File: config.mk
export PLATFORM = sky130hd
export DESIGN_NAME = csv_record_parse_and_hash_top_flat
export DESIGN_NICKNAME = d
export VERILOG_FILES = /design/src/rtl/core/csvrph_pkg.sv /design/src/rtl/core/csvrph_if.sv /design/src/rtl/core/csv_record_parse_and_hash_top.sv /design/src/flat_wrapper.sv
export VERILOG_INCLUDE_DIRS = /design/src /design/src/rtl/core
export SDC_FILE = /design/constraint.sdc
export NUM_CORES = 1
export LEC_CHECK = 0
export BUFFER_PORTS_ARGS = -buffer_cell sky130_fd_sc_hd__buf_2
export CAP_MARGIN = 10
export CORE_MARGIN = 1.5
export CORE_UTILIZATION = 55
export DETAILED_ROUTE_END_ITERATION = 12
export GPL_TIMING_DRIVEN = 0
export PLACE_DENSITY = 0.71
export SETUP_SLACK_MARGIN = 0.4
export SLEW_MARGIN = 20
export SYNTH_ARGS = -nofsm -noshare
export SYNTH_HDL_FRONTEND = slang
export SYNTH_SLANG_ARGS = --single-unit
File: constraint.sdc
create_clock -name clk -period 11.4 [get_ports clk]
set_input_delay 1.71 -clock clk [delete_from_list [all_inputs] [get_ports clk]]
set_output_delay 1.71 -clock clk [all_outputs]
set_load 0.02 [all_outputs]
File: src/rtl/core/csv_record_parse_and_hash_top_defines.svh
// assertion macros for the csv record parser
`ifndef CSV_RECORD_PARSE_AND_HASH_TOP_DEFINES_SVH
`define CSV_RECORD_PARSE_AND_HASH_TOP_DEFINES_SVH

`ifndef SYNTHESIS
`define CSVRPH_ASSERT(label, clk_s, rst_s, prop) \
    label: assert property (@(posedge clk_s) disable iff (!rst_s) prop) \
        else $error("csv record parser check failed");
`define CSVRPH_ASSERT_ALWAYS(label, clk_s, prop) \
    label: assert property (@(posedge clk_s) prop) \
        else $error("csv record parser reset check failed");
`else
`define CSVRPH_ASSERT(label, clk_s, rst_s, prop)
`define CSVRPH_ASSERT_ALWAYS(label, clk_s, prop)
`endif

`endif

File: src/rtl/core/csvrph_pkg.sv
// package with types, character codes and helpers for the csv record parser
package csvrph_pkg;

    localparam int BUCKET_COUNT_DEFAULT = 400;

    localparam logic [7:0] CH_COMMA  = 8'h2C;
    localparam logic [7:0] CH_QUOTE  = 8'h22;
    localparam logic [7:0] CH_LPAREN = 8'h28;
    localparam logic [7:0] CH_ZERO   = 8'h30;
    localparam logic [7:0] CH_NINE   = 8'h39;

    localparam logic [30:0] SAT31 = '1;

    typedef enum logic [3:0] {
        PH_START,
        PH_RANK,
        PH_OPEN_NAME,
        PH_NAME,
        PH_AFTER_NAME,
        PH_POP_KIND,
        PH_POP,
        PH_ACCEPT,
        PH_ERROR
    } phase_t;

    typedef struct packed {
        logic [7:0] in_byte;
        logic       line_end;
    } in_word_t;

    typedef struct packed {
        logic        status;
        logic [30:0] rank;
        logic [30:0] population;
        logic [8:0]  hash_length;
        logic [8:0]  hash_sum;
        logic [8:0]  hash_product;
    } out_word_t;

    // acc * 10 + digit, saturating at 31 bits
    function automatic logic [30:0] dec_push(input logic [30:0] acc, input logic [3:0] digit);
        logic [34:0] wide;
        wide = 35'({acc, 3'b000}) + 35'({acc, 1'b0}) + 35'(digit);
        return (wide > 35'(SAT31)) ? SAT31 : wide[30:0];
    endfunction

endpackage

File: src/rtl/core/csvrph_if.sv
// valid/ready channel carrying one word of a given type
interface csvrph_if #(parameter type word_t = logic) ();
    logic  valid;
    logic  ready;
    word_t data;

    modport source (output valid, output data, input ready);
    modport sink (input valid, input data, output ready);
endinterface

File: src/rtl/core/csv_record_parse_and_hash_top.sv
// csv record parser with saturating decimal fields and name hashes
//
// text carries one byte of a line per word, line_end flags the last byte
// of the line. record carries one word per line: status, rank, population
// and the three name hashes (length, byte sum, product of the first two
// bytes, each modulo BUCKET_COUNT and cut to 9 bits); a malformed line
// gives status 1 with all other fields zero.
// throughput: one text word per cycle while no line end waits on a
// stalled record, set by the single parse stage that sits between the
// input register and the record register, which a line-end word loads.
// the name product is reduced in a three-register chain (multiply,
// reciprocal quotient, remainder) that runs beside the parser; a line always
// has at least three bytes after the second name byte, so it has settled.
// reset clears the valid flags of both registers and the parse state; the
// block then waits for the first byte of a line.
// when record is stalled, bytes keep flowing until the next line end, whose
// word stays in the input register and holds text.ready low.
`include "csv_record_parse_and_hash_top_defines.svh"

module csv_record_parse_and_hash_top #(
    parameter int BUCKET_COUNT = csvrph_pkg::BUCKET_COUNT_DEFAULT
) (
    input  logic     clk,
    input  logic     rst_n,
    csvrph_if.sink   text,
    csvrph_if.source record
);

    localparam int HW = $clog2(BUCKET_COUNT);
    localparam int XW = (HW > 9) ? HW : 9;
    localparam longint unsigned RECIP_L = (64'd1 << 32) / BUCKET_COUNT;
    localparam logic [31:0] RECIP = RECIP_L[31:0];
    localparam logic [16:0] BMUL = 17'(BUCKET_COUNT);

    // input register
    logic                 s0_valid_reg;
    csvrph_pkg::in_word_t s0_word_reg;
    logic                 s0_fire;

    // parse state
    csvrph_pkg::phase_t phase_reg, phase_next;
    logic [30:0]        rank_reg, rank_next;
    logic [30:0]        pop_reg, pop_next;
    logic [HW-1:0]      len_reg, len_next;
    logic [HW-1:0]      sum_reg, sum_next;
    logic [7:0]         first_reg, first_next;
    logic [1:0]         seen_reg, seen_next;
    logic               prod_load;

    // product reduction chain
    logic [15:0] prod_reg;
    logic [15:0] quo_reg;
    logic [HW:0] rem_reg;
    logic [47:0] quo_full;
    logic [16:0] quo_times_b;
    logic [HW-1:0] prod_mod;

    // record register
    logic                  out_valid_reg;
    csvrph_pkg::out_word_t out_word_reg;
    csvrph_pkg::out_word_t result;

    logic [7:0]    b;
    logic          is_dec;
    logic [3:0]    digit;
    logic [HW:0]   sum_wide;
    logic [HW-1:0] byte_mod_tbl [256];
    logic [HW-1:0] prod_hash;

    for (genvar i = 0; i < 256; i++) begin : g_byte_mod
        localparam int unsigned MODV = i % BUCKET_COUNT;
        assign byte_mod_tbl[i] = HW'(MODV);
    end

    function automatic logic [8:0] to9(input logic [HW-1:0] v);
        logic [XW-1:0] e;
        e = XW'(v);
        return e[8:0];
    endfunction

    assign b      = s0_word_reg.in_byte;
    assign is_dec = (b >= csvrph_pkg::CH_ZERO) && (b <= csvrph_pkg::CH_NINE);
    assign digit  = 4'(b - csvrph_pkg::CH_ZERO);

    assign s0_fire    = s0_valid_reg && (!s0_word_reg.line_end || !out_valid_reg || record.ready);
    assign text.ready = !s0_valid_reg || s0_fire;

    always_ff @(posedge clk or negedge rst_n)
    begin
        if (!rst_n)
        begin
            s0_valid_reg <= 1'b0;
        end
        else if (text.valid && text.ready)
        begin
            s0_valid_reg <= 1'b1;
        end
        else if (s0_fire)
        begin
            s0_valid_reg <= 1'b0;
        end
    end

    always_ff @(posedge clk)
    begin
        if (text.valid && text.ready)
        begin
            s0_word_reg <= text.data;
        end
    end

    // next phase
    always_comb
    begin
        phase_next = csvrph_pkg::PH_ERROR;
        unique case (phase_reg)
            csvrph_pkg::PH_START:
            begin
                phase_next = is_dec ? csvrph_pkg::PH_RANK : csvrph_pkg::PH_ERROR;
            end
            csvrph_pkg::PH_RANK:
            begin
                if (is_dec)
                    phase_next = csvrph_pkg::PH_RANK;
                else if (b == csvrph_pkg::CH_COMMA)
                    phase_next = csvrph_pkg::PH_OPEN_NAME;
                else
                    phase_next = csvrph_pkg::PH_ERROR;
            end
            csvrph_pkg::PH_OPEN_NAME:
            begin
                phase_next = (b == csvrph_pkg::CH_QUOTE) ? csvrph_pkg::PH_NAME
                                                         : csvrph_pkg::PH_ERROR;
            end
            csvrph_pkg::PH_NAME:
            begin
                phase_next = (b == csvrph_pkg::CH_QUOTE) ? csvrph_pkg::PH_AFTER_NAME
                                                         : csvrph_pkg::PH_NAME;
            end
            csvrph_pkg::PH_AFTER_NAME:
            begin
                phase_next = (b == csvrph_pkg::CH_COMMA) ? csvrph_pkg::PH_POP_KIND
                                                         : csvrph_pkg::PH_ERROR;
            end
            csvrph_pkg::PH_POP_KIND:
            begin
                if (b == csvrph_pkg::CH_QUOTE)
                    phase_next = csvrph_pkg::PH_POP;
                else if (b == csvrph_pkg::CH_LPAREN)
                    phase_next = csvrph_pkg::PH_ACCEPT;
                else
                    phase_next = csvrph_pkg::PH_ERROR;
            end
            csvrph_pkg::PH_POP:
            begin
                if (is_dec || b == csvrph_pkg::CH_COMMA)
                    phase_next = csvrph_pkg::PH_POP;
                else if (b == csvrph_pkg::CH_QUOTE)
                    phase_next = csvrph_pkg::PH_ACCEPT;
                else
                    phase_next = csvrph_pkg::PH_ERROR;
            end
            csvrph_pkg::PH_ACCEPT:
            begin
                phase_next = csvrph_pkg::PH_ACCEPT;
            end
            default:
            begin
                phase_next = csvrph_pkg::PH_ERROR;
            end
        endcase
    end

    // accumulator and hash updates
    always_comb
    begin
        rank_next  = rank_reg;
        pop_next   = pop_reg;
        len_next   = len_reg;
        sum_next   = sum_reg;
        first_next = first_reg;
        seen_next  = seen_reg;
        prod_load  = 1'b0;
        sum_wide   = {1'b0, sum_reg} + {1'b0, byte_mod_tbl[b]};
        unique case (phase_reg)
            csvrph_pkg::PH_START,
            csvrph_pkg::PH_RANK:
            begin
                if (is_dec)
                    rank_next = csvrph_pkg::dec_push(rank_reg, digit);
            end
            csvrph_pkg::PH_NAME:
            begin
                if (b != csvrph_pkg::CH_QUOTE)
                begin
                    len_next = (len_reg == HW'(BUCKET_COUNT - 1)) ? '0 : len_reg + 1'b1;
                    sum_next = (sum_wide >= (HW + 1)'(BUCKET_COUNT))
                             ? HW'(sum_wide - (HW + 1)'(BUCKET_COUNT))
                             : sum_wide[HW-1:0];
                    if (seen_reg == 2'd0)
                        first_next = b;
                    prod_load = (seen_reg == 2'd1);
                    if (seen_reg != 2'd2)
                        seen_next = seen_reg + 2'd1;
                end
            end
            csvrph_pkg::PH_POP:
            begin
                if (is_dec)
                    pop_next = csvrph_pkg::dec_push(pop_reg, digit);
            end
            default:
            begin
                rank_next = rank_reg;
            end
        endcase
    end

    always_ff @(posedge clk or negedge rst_n)
    begin
        if (!rst_n)
        begin
            phase_reg <= csvrph_pkg::PH_START;
            rank_reg  <= '0;
            pop_reg   <= '0;
            len_reg   <= '0;
            sum_reg   <= '0;
            first_reg <= '0;
            seen_reg  <= '0;
        end
        else if (s0_fire)
        begin
            if (s0_word_reg.line_end)
            begin
                phase_reg <= csvrph_pkg::PH_START;
                rank_reg  <= '0;
                pop_reg   <= '0;
                len_reg   <= '0;
                sum_reg   <= '0;
                first_reg <= '0;
                seen_reg  <= '0;
            end
            else
            begin
                phase_reg <= phase_next;
                rank_reg  <= rank_next;
                pop_reg   <= pop_next;
                len_reg   <= len_next;
                sum_reg   <= sum_next;
                first_reg <= first_next;
                seen_reg  <= seen_next;
            end
        end
    end

    // product modulo bucket count via reciprocal, quotient may be one low
    assign quo_full    = prod_reg * RECIP;
    assign quo_times_b = 17'(quo_reg * BMUL);
    assign prod_mod    = (rem_reg >= (HW + 1)'(BUCKET_COUNT))
                       ? HW'(rem_reg - (HW + 1)'(BUCKET_COUNT))
                       : rem_reg[HW-1:0];

    always_ff @(posedge clk)
    begin
        if (s0_fire && prod_load)
        begin
            prod_reg <= 16'(first_reg) * 16'(b);
        end
        quo_reg <= quo_full[47:32];
        rem_reg <= (HW + 1)'({1'b0, prod_reg} - quo_times_b);
    end

    always_comb
    begin
        priority if (seen_reg == 2'd2)
            prod_hash = prod_mod;
        else if (seen_reg == 2'd1)
            prod_hash = byte_mod_tbl[first_reg];
        else
            prod_hash = '0;
    end

    always_comb
    begin
        result = '0;
        if (phase_next == csvrph_pkg::PH_ACCEPT)
        begin
            result.status       = 1'b0;
            result.rank         = rank_reg;
            result.population   = pop_reg;
            result.hash_length  = to9(len_reg);
            result.hash_sum     = to9(sum_reg);
            result.hash_product = to9(prod_hash);
        end
        else
        begin
            result.status = 1'b1;
        end
    end

    always_ff @(posedge clk or negedge rst_n)
    begin
        if (!rst_n)
        begin
            out_valid_reg <= 1'b0;
        end
        else if (s0_fire && s0_word_reg.line_end)
        begin
            out_valid_reg <= 1'b1;
        end
        else if (record.ready)
        begin
            out_valid_reg <= 1'b0;
        end
    end

    always_ff @(posedge clk)
    begin
        if (s0_fire && s0_word_reg.line_end)
        begin
            out_word_reg <= result;
        end
    end

    assign record.valid = out_valid_reg;
    assign record.data  = out_word_reg;

    `CSVRPH_ASSERT(a_error_word_zero, clk, rst_n,
        out_valid_reg && out_word_reg.status |-> out_word_reg.rank == '0 &&
        out_word_reg.population == '0 && out_word_reg.hash_length == '0 &&
        out_word_reg.hash_sum == '0 && out_word_reg.hash_product == '0)
    `CSVRPH_ASSERT(a_line_end_restarts, clk, rst_n,
        s0_fire && s0_word_reg.line_end |=>
        phase_reg == csvrph_pkg::PH_START && seen_reg == 2'd0)
    `CSVRPH_ASSERT(a_hash_in_range, clk, rst_n,
        {1'b0, len_reg} < (HW + 1)'(BUCKET_COUNT) &&
        {1'b0, sum_reg} < (HW + 1)'(BUCKET_COUNT))
    `CSVRPH_ASSERT(a_stall_holds_line_end, clk, rst_n,
        s0_valid_reg && s0_word_reg.line_end && out_valid_reg && !record.ready |=>
        s0_valid_reg && $stable(phase_reg))
    `CSVRPH_ASSERT_ALWAYS(a_reset_empties, clk, !rst_n |=> !out_valid_reg && !s0_valid_reg)

endmodule

File: src/flat_wrapper.sv
// flat-port wrapper written by rule: the top's interface ports become plain ports
module csv_record_parse_and_hash_top_flat 
#(
    parameter int BUCKET_COUNT = csvrph_pkg::BUCKET_COUNT_DEFAULT
)
  (clk, rst_n, text_valid, text_data, text_ready, record_valid, record_data, record_ready);
  csvrph_if #(.word_t(csvrph_pkg::in_word_t)) text_i ();
  csvrph_if #(.word_t(csvrph_pkg::out_word_t)) record_i ();
  input  logic clk;
  input  logic rst_n;
  input wire logic [$bits(text_i.valid)-1:0] text_valid;
  input wire logic [$bits(text_i.data)-1:0] text_data;
  output wire logic [$bits(text_i.ready)-1:0] text_ready;
  output wire logic [$bits(record_i.valid)-1:0] record_valid;
  output wire logic [$bits(record_i.data)-1:0] record_data;
  input wire logic [$bits(record_i.ready)-1:0] record_ready;
  assign text_i.valid = text_valid;
  assign text_i.data = text_data;
  assign text_ready = text_i.ready;
  assign record_valid = record_i.valid;
  assign record_data = record_i.data;
  assign record_i.ready = record_ready;
  csv_record_parse_and_hash_top #(.BUCKET_COUNT(BUCKET_COUNT)) u_core (.clk(clk), .rst_n(rst_n), .text(text_i), .record(record_i));
endmodule
* Word-level counts from Yosys, hierarchy flattened *
Memory sizes are Yosys's and may differ from the RTL's.
Index checks and enable logic that the tools add are counted.
W data, S select, Z words.

operators by class
  multiply operators = 3
  add/subtract/negate cells = 11
  $lt $le $gt $ge = 8
  equality and inequality tests = 16
  divide/modulo/power cells = 0
  shift-type cells = 0
  reduce and logical (&&, ||, !) cells = 29
  bitwise operators = 2
  mux-type cells = 50

operators by type and width
  kind                      number
  $mux W31                  8
  $mux W9                   15
  $add A34 B32 Y35          2
  $add A35 B4 Y35           2
  $gt A35 B31 Y1 const B    2
  $mux W4                   10
  $mul A16 B23 Y39 const B  1
  $mux W8                   4
  $pmux W4 S8               1
  $eq A8 B6 Y1 const B      3
  $eq A4 B3 Y1 const B      5
  $ge A10 B9 Y1 const B     2
  $ge A9 B9 Y1 const B      2
  $not A8 Y9                2
  $reduce_bool A2 Y1        9
  $sub A9 B9 Y9 const B     2
  $mul A8 B8 Y16            1
  $add A9 B9 Y10            1
  $sub A10 B10 Y10          1
  $add A9 B1 Y9 const B     1
  $eq A9 B9 Y1 const B      1
  $reduce_and A3 Y1         3
  $eq A4 B2 Y1 const B      2
  $ge A8 B6 Y1 const B      1
  other kinds (19)          38

word-level totals
  ROM bits = 4,608
  memory bits (writable) = 0
  bits in latches = 0
  memories = 2
  flip-flop bits (word level) = 229

memories
  name              words  width  rd ports  clocked after Yosys merged registers in  write ports  line                                  RTL
  (name not given)  256    9      1         0                                        0            csv_record_parse_and_hash_top.sv:278  prod_hash = byte_mod_tbl[first_reg];
  (name not given)  256    9      1         0                                        0            csv_record_parse_and_hash_top.sv:184  sum_wide = {1'b0, sum_reg} + {1'b0, byte_mod_tbl[b]};

* Depth between registers and ports, before layout *
Gate-level depths: netlist of the first run.

  depth after elaboration = 10
  depth in mapped cells = 22
  depth with buffers taken out = 22

* Worst setup path before layout of the first run *
Ideal clock, no wire load.

  path type = input to register
  from = in record_ready
  to = reg u_core.sum_reg[6]
  arrival time = 7,254 ps
  slack = 4,014 ps
  setup time = 132 ps
  cell stages on the path = 7
  cells stage by stage = o31ai_1 clkbuf_1 nor2_1 nor2_1 clkbuf_1 a222oi_1 nand3_1

on the way
  cells in the longest elaborated chain, start to end = 3

ends and longest elaborated chain
  item                         line                                  RTL
  start, declared              flat_wrapper.sv:16                    input wire logic [$bits(record_i.ready)-1:0] record_ready;
  $logic_or A1 B1 Y1           csv_record_parse_and_hash_top.sv:85   assign s0_fire = s0_valid_reg && (!s0_word_reg.line_end || !out_valid_reg || record.ready);
  $logic_and A1 B1 Y1          csv_record_parse_and_hash_top.sv:85
  $reduce_and A3 Y1 (no line)  -
  end signal, assigned         csv_record_parse_and_hash_top.sv:249  sum_reg <= sum_next;
  end, declared                csv_record_parse_and_hash_top.sv:45   logic [HW-1:0] sum_reg, sum_next;

No other way between the ends.
A chain may end at the register's enable or synchronous reset.

* Worst setup path in the final report of the first run *
  from = reg u_core.prod_reg[2]
  to = reg u_core.quo_reg[5]

on the way
  cells in the longest elaborated chain, start to end = 1

ends and longest elaborated chain
  item                     line                                  RTL
  start, declared          csv_record_parse_and_hash_top.sv:51   logic [15:0] prod_reg;
  start signal, assigned   csv_record_parse_and_hash_top.sv:267  prod_reg <= 16'(first_reg) * 16'(b);
  $mul A16 B23 Y39         csv_record_parse_and_hash_top.sv:257  assign quo_full = prod_reg * RECIP;
  net u_core.quo_full[37]  csv_record_parse_and_hash_top.sv:54   logic [47:0] quo_full;
  end signal, assigned     csv_record_parse_and_hash_top.sv:269  quo_reg <= quo_full[47:32];
  end, declared            csv_record_parse_and_hash_top.sv:52   logic [15:0] quo_reg;

The timed path passes the listed nets, and every way through them passes these cells.

==> results.sh, run 1 <==
export IMPL_power_leakage_nw=11.9
export IMPL_fin_area_sq_um=23100
export IMPL_start_util=0.556
export IMPL_yosysWarnings=0
export IMPL_synth_cells=2025
export IMPL_crit_end="u_core.quo_reg[5]"
export IMPL_fmax_ghz=0.147
export IMPL_drc=0
export IMPL_postCtsHoldBufs=0
export IMPL_cts_clk_slew_worst_paths_ns=0.06
export IMPL_num_rows=71
export IMPL_viasPerCell=5.76
export IMPL_pwr_density_cell_nw_per_um2=78.9
export IMPL_yosys_most_used_dff="edfxtp_1"
export IMPL_syn_num_nets=2513
export IMPL_tns_ns=0
export IMPL_crit_cells=20
export IMPL_antenna_found_initial=0
export IMPL_critPathBufInv=4
export IMPL_finalSetupViolCount=0
export IMPL_crit_top_cell="fa_1"
export IMPL_fillers=3156
export IMPL_layout_common_cells="ha_1 (325), inv_1 (270), fa_1 (150)"
export IMPL_grt_overflow_total=0
export IMPL_ctsHtreeMaxLevel=1
export IMPL_final_core_util=0.615
export IMPL_dpl_cell_area_sq_um=22200
export IMPL_crit_chain="fa_1, inv_1, fa_1, inv_1, ha_1, fa_1, fa_1, inv_1, fa_1, inv_1, ha_1, a21o_1, a211o_1, a41oi_1, nor3_1, a2111oi_0, nor2_1, or4_1, and3_1, a211o_1"
export IMPL_die_h_microns=198
export IMPL_wl_per_cell_microns=18.4
export IMPL_relSlewSlack=0.311
export IMPL_yosysSeqAreaShare=0.295
export IMPL_cp_arrival_ns=7.26
export IMPL_reg2reg_to="u_core.quo_reg[5]"
export IMPL_yosysUniqueCellTypes=80
export IMPL_fin_nets=2651
export IMPL_tightest_slew_ns=1.02
export IMPL_largest_register_ffs=90
export IMPL_worstSetupStartpointType="flop"
export IMPL_io_pins=105
export IMPL_rrSetupSlack_ns=4.58
export IMPL_n_antenna_cell=0
export IMPL_synth_seq_cells=227
export IMPL_first_pass_iters=8
export IMPL_drt_initial_drc_count=1053
export IMPL_status="finished, final reports clean"
export IMPL_path_delay_family="adder cells"
export IMPL_crit_required_ns=11.84
export IMPL_critPathSlowestCell="fa_1"
export IMPL_grt_first_pass_wirelength_microns=80600
export IMPL_async_flop_share=0.423
export IMPL_clk_path_buf_depth=3
export IMPL_endpoint_kind="flop"
export IMPL_post_cts_buffers=0
export IMPL_cts_made_buffers=27
export IMPL_cts_tree="yes"
export IMPL_slowest_delay_ns=0.69
export IMPL_first_global_vias=15700
export IMPL_finalCritPeriodShare=0.598
export IMPL_dieArea_sq_um=39200
export IMPL_synth_edf_count=115
export IMPL_die_x_microns=198
export IMPL_hold_viol=0
export IMPL_synthesis_area_sq_um=20900
export IMPL_clkLatencyLatePin_ns=0.57
export IMPL_multi_input_area_sq_um=13400
export IMPL_avgSynthCellArea_sq_um=10.3
export IMPL_cts_resized=0
export IMPL_min_period_ns=6.82
export IMPL_port_buffers=104
export IMPL_skew_ns=0.0307
export IMPL_dp_hpwl_microns=39600
export IMPL_drv_slew=0
export IMPL_layout_commonest_cell="ha_1"
export IMPL_ir_drop_mv=0.114
export IMPL_drtAntennaViolNets=0
export IMPL_core_area_sq_um=37600
export IMPL_cp_startpoint="u_core.prod_reg[2]"
export IMPL_drive_gt1_frac=0.0879
export IMPL_worst_path_max_fanout=9
export IMPL_cts_sinks=227
export IMPL_routed_wl_microns=49500
export IMPL_root_buffer="clkbuf_16"
export IMPL_rr_startpoint="u_core.prod_reg[2]"
export IMPL_grt_max_degree=71
export IMPL_rr_worst_depth=20
export IMPL_crit_type="reg -> reg"
export IMPL_drv_cap=0
export IMPL_regArea_sq_um=6180
export IMPL_area_delta_synth_final_pct=10.5
export IMPL_worstHoldPathType="reg -> reg"
export IMPL_rsz0062_at_grt="false"
export IMPL_via_count=15500
export IMPL_place_congestion=0.923
export IMPL_track_usage=0.260
final cells by class:
class,count,share of cell area
Timing Repair Buffer,109,0.0284
Clock buffer,33,0.0307
Sequential cell,227,0.267
Buffer,78,0.0146
Tap cell,511,0.0277
Inverter,270,0.0439
Clock inverter,17,0.00748
Multi-Input combinational cell,1450,0.580
layer usage:
metal	share of wire	global-route usage	vias to the layer above
met1	0.49	0.384	7650
met2	0.45	0.413	380
met4	0.013	0.0464	0
met5	0	0	-
met3	0.052	0.0337	44
li1	-	-	7446
metrics by stage:
stage | instances | total power, mW | setup slack (ns) | hold slack [ns]
2_1_floorplan | 2025 | 0.944 | 4.01 | 0.463
3_3_place_gp | 2640 | 0.980 | 1.12 | 0.496
3_5_place_dp | 2645 | 0.984 | 4.57 | 0.511
4_1_cts | 2695 | 1.84 | 4.56 | 0.517
5_1_grt | 2695 | 1.88 | 4.27 | 0.546
6_report | 2695 | 1.82 | 4.58 | 0.517
power by group:
part | total [mW] | leakage, nW | internal (mW) | switching [mW]
Sequential | 0.882 | 2.63 | 0.873 | 0.00908
Combinational | 0.0862 | 8.88 | 0.0242 | 0.0621
Clock | 0.855 | 0.410 | 0.492 | 0.363
cells in the mapped netlist, types with 19 or more instances:
library cell,n,area share
a21o_1,36,0.013
a21oi_1,89,0.021
a221o_1,56,0.027
and2_1,42,0.013
and3_1,94,0.028
clkbuf_1,59,0.011
dfrtp_1,96,0.11
edfxtp_1,115,0.17
fa_1,150,0.14
ha_1,325,0.19
inv_1,270,0.048
nand2_1,102,0.018
nand2b_1,20,0.0060
nand3_1,19,0.0045
nand4_1,19,0.0057
nor2_1,80,0.014
nor3_1,28,0.0067
o21ai_0,60,0.014
xnor2_1,61,0.026
xor2_1,35,0.015
cell families after synthesis:
group,after synthesis,synth area share
AO/OA/AOI/OAI,407,0.141
XOR/XNOR,97,0.0415
adder cells (fa/ha/maj),475,0.338
buffers and inverters,348,0.0646
flip-flops,227,0.295
multiplexers,3,0.00150
AND/OR/NAND/NOR,468,0.118
worst min path at each step:
stage                     cells past startpoint          startpoint            endpoint  slack, ns
after floorplan                               0  u_core.prod_reg[3]   u_core.rem_reg[3]       0.46
after CTS                                     1   u_core.len_reg[2]   u_core.len_reg[2]       0.52
after global routing                          1  u_core.seen_reg[1]  u_core.seen_reg[1]       0.55
final                                         1   u_core.len_reg[2]   u_core.len_reg[2]       0.52
after global placement                        1   u_core.len_reg[2]   u_core.len_reg[2]       0.50
after detailed placement                      1   u_core.len_reg[2]   u_core.len_reg[2]       0.51
(Power assumes the default switching activity.)
==> run 2: changes to the inputs <==
- PLACE_DENSITY: 0.71 -> 0.74
- clock period: 11.4 -> 5.72 ns (I/O delays scaled with it)
==> results.sh, run 2 (synthesis results as in run 1) <==
export IMPL_drv_slew=0
export IMPL_fmax_ghz=0.166
export IMPL_violations="setup timing"
export IMPL_cts_sinks=227
export IMPL_root_buffer="clkbuf_16"
export IMPL_fin_nets=2695
export IMPL_final_core_util=0.629
export IMPL_cts_made_buffers=27
export IMPL_die_x_microns=198
export IMPL_power_mw=3.61
export IMPL_relSlewSlack=0.372
export IMPL_routed_wl_microns=50800
export IMPL_finalSetupViolCount=4
export IMPL_crit_required_ns=6.14
export IMPL_drv_cap=0
export IMPL_clkLatencyLatePin_ns=0.56
export IMPL_rrSetupSlack_ns=-0.30
export IMPL_crit_type="reg -> reg"
export IMPL_worst_path_max_fanout=3
export IMPL_swShare=0.244
export IMPL_layout_commonest_cell="ha_1"
export IMPL_hold_ws_ns=0.163
export IMPL_endpoint_kind="flop"
export IMPL_grt_max_degree=71
export IMPL_track_usage=0.267
export IMPL_status="finished with violations"
export IMPL_clkPwrFrac=0.464
export IMPL_layout_setup_ws_ns=-0.297
export IMPL_power_leakage_nw=12.2
export IMPL_n_antenna_cell=0
export IMPL_cp_startpoint="u_core.prod_reg[2]"
export IMPL_wl_met3_microns=3350
export IMPL_pwr_density_cell_nw_per_um2=153
export IMPL_worstHoldPathType="in -> async"
export IMPL_rr_startpoint="u_core.prod_reg[2]"
export IMPL_skew_ns=0.0271
export IMPL_largest_register_ffs=90
export IMPL_dieArea_sq_um=39200
export IMPL_num_rows=71
export IMPL_p_seq_frac=0.486
export IMPL_fin_cells=2738
export IMPL_drive_gt1_frac=0.124
export IMPL_grt_first_pass_wirelength_microns=82900
export IMPL_switchingPower_mw=0.881
export IMPL_dp_cells=2645
export IMPL_drc=0
export IMPL_wl_per_cell_microns=18.6
export IMPL_cp_arrival_ns=6.44
export IMPL_drtAntennaViolNets=0
export IMPL_hold_viol=0
export IMPL_rsz0062_at_grt="true"
export IMPL_worstSetupStartpointType="flop"
export IMPL_dp_hpwl_microns=39200
export IMPL_drt_initial_drc_count=1002
export IMPL_p_comb_frac=0.049
export IMPL_wl_met2_microns=22800
export IMPL_die_h_microns=198
export IMPL_wl_met1_microns=23700
export IMPL_ctsHtreeMaxLevel=1
export IMPL_first_pass_iters=5
export IMPL_routed_top_layer="met4"
export IMPL_cts_clk_slew_worst_paths_ns=0.06
export IMPL_ir_drop_mv=0.249
export IMPL_tightest_slew_ns=0.939
export IMPL_cts_tree="yes"
export IMPL_io_pins=105
export IMPL_port_buffers=104
export IMPL_area_delta_synth_final_pct=13.0
export IMPL_finalCritPeriodShare=1.05
export IMPL_power_internal_mw=2.73
export IMPL_grt_overflow_total=0
export IMPL_fillers=3022
export IMPL_antenna_found_initial=0
export IMPL_core_area_sq_um=37600
export IMPL_viasPerCell=5.82
export IMPL_layout_common_cells="ha_1 (318), inv_1 (263), fa_1 (146)"
export IMPL_via_count=15900
export IMPL_first_global_vias=16000
export IMPL_min_period_ns=6.02
export IMPL_place_congestion=0.935
export IMPL_clk_path_buf_depth=3
export IMPL_start_util=0.556
[run 2: changes by cell type in the layout (fill, tap and decap cells not counted), sizes merged]
cell      previous run  this run
clkbuf              92        87
bufinv               2         1
inv                271       277
clkinvlp             6         5
buf                128       172
[run 2: area by class of cell]
| type | count | area, sq um | area share |
|---|---|---|---|
| Tap cell | 511 | 639 | 0.0271 |
| Sequential cell | 227 | 6180 | 0.261 |
| Multi-Input combinational cell | 1450 | 13600 | 0.574 |
| Clock inverter | 21 | 181 | 0.00768 |
| Inverter | 270 | 1020 | 0.0431 |
| Timing Repair Buffer | 153 | 1010 | 0.0429 |
| Clock buffer | 28 | 689 | 0.0292 |
| Buffer | 78 | 345 | 0.0146 |
[run 2: per-layer routing]
metal,vias to the layer above,global-route usage
li1,7532,-
met1,7881,0.383
met2,441,0.425
met3,73,0.0424
met4,0,0.0608
met5,-,0
[run 2: power groups by stage]
stage,combinational [mW],clock [mW],sequential (mW)
finish,0.179,1.68,1.76
detailed placement,0.174,0,1.79
CTS,0.176,1.71,1.76
global route,0.196,1.77,1.76
global placement,0.155,0,1.79
floorplan,0.0763,0,1.80
[run 2: critical path: stages (launching register included)]
cell	delay, ns
edfxtp_1	0.49
fa_2	0.61
inv_2	0.05
fa_2	0.53
inv_2	0.04
ha_4	0.20
fa_1	0.49
fa_1	0.49
inv_1	0.05
fa_1	0.49
inv_2	0.05
ha_4	0.21
a21o_1	0.17
a211o_1	0.36
a41oi_4	0.24
nor3_4	0.08
a2111oi_4	0.38
nor2_2	0.12
or4_4	0.44
and3_4	0.19
a211o_1	0.23
[run 2: through the flow]
stage	TNS (ns)	area, sq um	worst slack (ns)
floorplan	-0.163	20900	-0.157
global placement	-62.70	22100	-0.930
detailed placement	-2.62	22200	-0.844
CTS	-0.809	23500	-0.318
global route	-1.68	23600	-0.475
finish	-0.825	23600	-0.297
[run 2: path summary, 6_finish.rpt]
check,end,cells after the start
worst max-delay path,u_core.quo_reg[5],20
worst min-delay path,u_core.rank_reg[20],1
max in group asynchronous,u_core.len_reg[5],2
min in group clk,u_core.b[0],1
worst min register to register,u_core.seen_reg[1],1
worst max register to register,u_core.quo_reg[5],20
[run 2: repair_timing]
action	CTS	global route
gates cloned	0	0
setup endpoints to repair	7	7
setup buffers	37	7
resized for setup	27	19
pin swaps	17	4
hold buffers	0	0
==> run 3: changes to the inputs <==
- CTS_BUF_LIST: not set -> sky130_fd_sc_hd__clkbuf_8
- GPL_ROUTABILITY_DRIVEN: not set -> 0
==> results.sh, run 3 (synthesis results as in run 1) <==
export IMPL_drv_cap=0
export IMPL_clkPwrFrac=0.452
export IMPL_fin_nets=2702
export IMPL_antenna_found_initial=0
export IMPL_swShare=0.242
export IMPL_drv_slew=0
export IMPL_first_global_vias=16400
export IMPL_power_leakage_nw=12.2
export IMPL_ctsHtreeMaxLevel=2
export IMPL_die_h_microns=198
export IMPL_root_buffer="clkbuf_8"
export IMPL_grt_max_degree=71
export IMPL_num_rows=71
export IMPL_crit_required_ns=6.19
export IMPL_io_pins=105
export IMPL_final_core_util=0.626
export IMPL_via_count=16100
export IMPL_status="finished with violations"
export IMPL_layout_common_cells="ha_1 (319), inv_1 (280), fa_1 (145)"
export IMPL_cts_clk_slew_worst_paths_ns=0.06
export IMPL_rsz0062_at_grt="true"
export IMPL_fin_cells=2757
export IMPL_clkLatencyLatePin_ns=0.59
export IMPL_power_internal_mw=2.67
export IMPL_dpl_cell_area_sq_um=22200
export IMPL_pwr_density_cell_nw_per_um2=150
export IMPL_layout_setup_ws_ns=-0.436
export IMPL_dieArea_sq_um=39200
export IMPL_grt_first_pass_wirelength_microns=83200
export IMPL_finalCritPeriodShare=1.08
export IMPL_rr_startpoint="u_core.prod_reg[2]"
export IMPL_relSlewSlack=0.272
export IMPL_switchingPower_mw=0.852
export IMPL_die_x_microns=198
export IMPL_drt_initial_drc_count=1112
export IMPL_viasPerCell=5.84
export IMPL_first_pass_iters=7
export IMPL_cts_made_buffers=40
export IMPL_rr_worst_depth=19
export IMPL_layout_commonest_cell="ha_1"
export IMPL_n_antenna_cell=0
export IMPL_worstHoldPathType="in -> async"
export IMPL_start_util=0.556
export IMPL_min_period_ns=6.16
export IMPL_drtAntennaViolNets=0
export IMPL_ir_drop_mv=0.145
export IMPL_cts_tree="yes"
export IMPL_worstSetupStartpointType="flop"
export IMPL_routed_wl_microns=50900
export IMPL_port_buffers=104
export IMPL_area_delta_synth_final_pct=12.6
export IMPL_track_usage=0.270
export IMPL_endpoint_kind="flop"
export IMPL_dp_hpwl_microns=39200
export IMPL_fillers=2999
export IMPL_core_area_sq_um=37600
export IMPL_p_seq_frac=0.498
export IMPL_wl_per_cell_microns=18.5
export IMPL_reg2reg_to="u_core.quo_reg[5]"
export IMPL_fin_area_sq_um=23500
export IMPL_crit_type="reg -> reg"
export IMPL_pre_cts_slack_ns=-0.841
export IMPL_p_comb_frac=0.050
export IMPL_cp_arrival_ns=6.63
export IMPL_drive_gt1_frac=0.122
export IMPL_drc=0
export IMPL_worst_path_max_fanout=4
export IMPL_dp_cells=2645
export IMPL_grt_overflow_total=0
export IMPL_finalSetupViolCount=3
export IMPL_hold_viol=0
export IMPL_largest_register_ffs=90
export IMPL_clk_path_buf_depth=3
export IMPL_postCtsHoldBufs=0
export IMPL_cts_sinks=227
export IMPL_violations="setup timing"
export IMPL_tightest_slew_ns=1.09
export IMPL_rrSetupSlack_ns=-0.44
export IMPL_skew_ns=0.0204
export IMPL_fmax_ghz=0.162
run 3: cell count changes in the layout (fill, tap and decap cells not counted), sizes merged:
cell      delta
inv          +7
bufinv       +2
clkbuf      +17
clkinvlp     -1
buf          -4
clkinv       -2
run 3: how the worst max path moves through the flow:
stage | start | end | slack [ns] | cells after the start
after detailed placement | u_core.prod_reg[2] | u_core.quo_reg[5] | -0.84 | 20
final | u_core.prod_reg[2] | u_core.quo_reg[5] | -0.44 | 19
after CTS | u_core.prod_reg[3] | u_core.quo_reg[5] | -0.41 | 20
after floorplan | u_core.prod_reg[1] | u_core.quo_reg[5] | -0.16 | 19
after global placement | record_ready | u_core.len_reg[7] | -0.78 | 9
after global routing | u_core.prod_reg[2] | u_core.quo_reg[5] | -0.55 | 20
run 3: what timing repair did:
action	in CTS	in global routing
pin swaps	21	20
setup endpoints to repair	6	10
gates cloned	0	0
resized for setup	23	20
setup buffers	26	12
run 3: routing by layer:
layer  GRT usage  wire length [microns]
met5      0.0128                     65
met4      0.0967                   1340
met3      0.0535                   3690
met2       0.423                  23000
met1       0.371                  22800
run 3: cell type report:
| type | instances | area (sq um) | share of cell area |
|---|---|---|---|
| inverter | 270 | 1010 | 0.0431 |
| buffer | 78 | 343 | 0.0146 |
| timing repair buffer | 147 | 957 | 0.0407 |
| sequential | 227 | 6180 | 0.262 |
| clock buffer | 47 | 647 | 0.0275 |
| tap | 511 | 639 | 0.0272 |
| multi-input combinational | 1450 | 13600 | 0.576 |
| clock inverter | 27 | 196 | 0.00835 |
run 3: power by group through the flow:
stage | clock, mW | sequential [mW] | combinational (mW)
finish | 1.59 | 1.76 | 0.175
global route | 1.70 | 1.76 | 0.191
CTS | 1.64 | 1.76 | 0.173
detailed placement | 0 | 1.79 | 0.172
global placement | 0 | 1.79 | 0.153
floorplan | 0 | 1.80 | 0.0763
run 3: stage by stage:
step | total power, mW | hold WS [ns] | TNS [ns]
2_1_floorplan | 1.88 | 0.465 | -0.163
3_3_place_gp | 1.95 | 0.496 | -57.10
3_5_place_dp | 1.96 | 0.504 | -2.65
4_1_cts | 3.57 | 0.101 | -1.07
5_1_grt | 3.65 | 0.141 | -1.67
6_report | 3.53 | 0.140 | -1.15
run 3: worst max-delay path, cell delays in order, from the launching register on:
cell and delay [ns]:
edfxtp_1 0.50, fa_2 0.61, inv_2 0.05, fa_2 0.53
inv_2 0.04, ha_4 0.25, fa_1 0.42, fa_1 0.50
inv_1 0.05, fa_1 0.50, inv_2 0.05, ha_4 0.21
a21o_1 0.17, a211o_1 0.32, a211o_1 0.40, a2111oi_4 0.37
nor2_2 0.10, or4_4 0.54, and3_1 0.19, a211o_1 0.23
